`config.mk`:
```
export PLATFORM = sky130hd
export DESIGN_NAME = ggt_ram
export DESIGN_NICKNAME = d
export VERILOG_FILES = /design/src/rtl/ggt_ram.sv
export SDC_FILE = /design/constraint.sdc
export NUM_CORES = 1
export LEC_CHECK = 0
export ABC_AREA = 1
export BUFFER_PORTS_ARGS = -buffer_cell sky130_fd_sc_hd__buf_2
export CAP_MARGIN = 5
export CORE_AREA = 5 5 103 129
export CTS_CLUSTER_DIAMETER = 200
export DETAILED_ROUTE_END_ITERATION = 16
export DIE_AREA = 0 0 108 134
export PLACE_DENSITY = 0.71
export SETUP_SLACK_MARGIN = 0.15
export SLEW_MARGIN = 30
export SYNTH_ARGS = -nofsm -noshare
export SYNTH_HDL_FRONTEND = slang
export SYNTH_SLANG_ARGS = --single-unit
```
`constraint.sdc`:
```
create_clock -name clk -period 2.2 [get_ports clk]
set_clock_uncertainty 0.1 [all_clocks]
set_input_delay 0.33 -clock clk [delete_from_list [all_inputs] [get_ports clk]]
set_output_delay 0.33 -clock clk [all_outputs]
set_load 0.05 [all_outputs]
```
`src/rtl/ggt_ram.sv`:
```
// Generic single-port-write, single-read RAM with registered read data.
// No dependencies.
`default_nettype none
module ggt_ram #(
  parameter int Width = 8,
  parameter int Depth = 16
) (
  input  wire                     clk,
  input  wire                     we,
  input  wire [$clog2(Depth)-1:0] waddr,
  input  wire [Width-1:0]         wdata,
  input  wire [$clog2(Depth)-1:0] raddr,
  output logic [Width-1:0]        rdata
);
  logic [Width-1:0] mem [Depth];
  always_ff @(posedge clk) begin
    if (we) mem[waddr] <= wdata;
    rdata <= mem[raddr];
  end
endmodule
`default_nettype wire

```
==> metrics.cfg <==
[outcome]
status=finished clean

[sta]
tightest_slew_ns=0.689
drv_slew=0
relSlewSlack_pct=53.9
finalCritPeriodShare_pct=66.6
hold_viol_final=0
finalSetupViolCount=0
tns_ns=0
rsz0062_at_grt=no
min_period_ns=1.46
fmax_mhz=683

[finish]
ff_latch_area_mm2=0.00400
num_antenna_cells=0
drive_above_1_share_pct=12.0
fin_cells=765
area_growth_pct=15.1
multiInputGateArea_mm2=0.00121
num-nets-final=606
fillers=985

[synth]
netlist_area_mm2=0.00577
synth_xor_area_share_pct=0
yosysWarnings=0
yosys.area.top_type=edfxtp_1
syn_nets=569
muxShareOfSynthArea_pct=0
ys_top_cells_by_area=edfxtp_1, nand2_1, nand3_1, inv_1, dfxtp_1
synth-main-ff-cell=edfxtp_1
synth.most_common_cell=nand2_1
yosys-top-cells-count=nand2_1, edfxtp_1, inv_1
synth-simple-area-share_pct=21.0
synth_cell_type_count=12
synth_compound_area_share_pct=0
ys_seq_area_share_pct=69.4
synth_edf_count=128
synth_area_per_cell_um2=10.5
async_flop_share_pct=0
synth_fa_ha_area_share_pct=0
ys_ff_latch=136
synth_top_family_by_area=simple AND/OR/NAND/NOR gates
syn_inst=551
yosysTopAreaCellShare_pct=66.7

[floorplan]
die-area_mm2=0.0145
die_h_um=134
ios=26
start_util_pct=48.3
core_area_mm2=0.0119
num_rows=45
die_w_um=108

[grt]
grt_pass1_wl_um=19700
grt_pass1_vias=3808
gr-total-overflow=0
grt_util_all_layers_pct=18.5
antenna_found_initial=0
grt_start_max_net_pins=35

[clock_network]
clkSinkCount=136
postCtsResizedCells=0
cts-hold-fix-buffers=0
cts_setup_buffers=0
clockRootBuffer=clkbuf_16
clkTransAtPathRegs_ns=0.05
cts_made_buffers=17
cts.path.max_buffers=2
clk_latency_ns=0.41
cts_tree=done
h-tree-depth=4

[drt]
wl_per_cell_um=16.8
vias_per_cell=5.12
vias=3913
drt_iter0_drc=472
remaining_drc_errors=0
drtAntennaViolNets=0
dr.pass1.iters=6
wl_um=12900

[setup_path]
cp.depth=1
cp-end-kind=primary output
cpPeakStageDelay_ns=0.35
crit_fanout=1
crit_family=flip-flops
cp.required_ns=1.77
start_kind=register
path_class=reg -> out
worstPathCellList=buf_2
cp_slowest_cell=dfxtp_1
path_buf_inv=1
critPathArrivalTime_ns=1.03
r2r_cells=6

[hold_path]
hold_class=in -> reg
hold_depth=3

[power_and_ir_drop]
power_switching_w=0.00130
clkPwrFrac_pct=44.8
power_frac_seq_pct=48.4
p_leak_nw=2.88
power_density_mw_per_mm2=907
p_int_w=0.00472
swShare_pct=21.7
combinationalPowerShare_pct=6.8
ir_drop_mv=0.576

[place]
hpwl_um=8000
dp_cells=733
port_buffers=25
place.gp.congestion=0.858

[run]
max_cap_viol_count=0

[metrics by stage]
step	total power, W	util (%)	setup WS [ns]	cell area, um2	hold slack (ns)
2_1_floorplan	0.00323	-	0.819	5770	0.329
3_3_place_gp	0.00336	50.9	0.534	6070	0.547
3_5_place_dp	0.00337	50.9	0.468	6070	0.553
4_1_cts	0.00604	55.6	0.727	6640	0.168
5_1_grt	0.00622	55.6	0.719	6640	0.169
6_report	0.00602	55.6	0.735	6640	0.183
[path summary, 6_finish.rpt]
| kind | from | to | slack [ns] |
|---|---|---|---|
| worst max-delay path | rdata[0] | rdata[0] | 0.74 |
| worst min-delay path | raddr[3] | rdata[0] | 0.18 |
| worst max register to register | mem[3][6] | rdata[6] | 1.05 |
| worst min register to register | mem[11][2] | rdata[2] | 0.58 |
[sequential cells by signal, summed over array words and instances, names as in the netlist]
name and cells:
mem 128, rdata 8
[power groups by stage]
stage	logic (W)	registers (W)	clock network, W
5_1_grt	0.000441	0.00292	0.00286
3_5_place_dp	0.000401	0.00297	0
6_report	0.000407	0.00292	0.00270
2_1_floorplan	0.000204	0.00302	0
4_1_cts	0.000405	0.00292	0.00272
3_3_place_gp	0.000396	0.00297	0
[cells by family (layout without fill, tap and decap cells)]
logic type | Yosys count | in the layout
DFF | 136 | 136
buffers and inverters | 126 | 176
and+or+nand+nor | 289 | 289
[metal layers]
metal / up-vias / share of wire, % / routed length [um] / global-route usage, %
li1: 1847 / - / - / -
met1: 1823 / 38 / 4850 / 21.4
met2: 197 / 51 / 6510 / 31.2
met3: 46 / 7.5 / 962 / 4.62
met4: 0 / 4.3 / 548 / 10.5
met5: - / 0 / 0 / 0
[placed cells by master, fill, tap and decap left out, types with 4 or more instances in the layout]
cell type	count
inv_1	100
buf_2	25
dfxtp_1	8
clkbuf_1	4
nor2_1	17
nand2_1	173
nand3_1	97
edfxtp_1	128
buf_4	16
clkinv_2	5
clkbuf_16	17
[area by class of cell]
cell class | instances | share of cell area, %
Clock buffer | 23 | 7.05
Clock inverter | 9 | 1.51
Inverter | 102 | 5.77
Multi-Input combinational cell | 289 | 18.3
Sequential cell | 136 | 60.3
Tap cell | 164 | 3.09
Timing Repair Buffer | 42 | 4.00
Note: power is estimated with default switching activity, not from simulation.
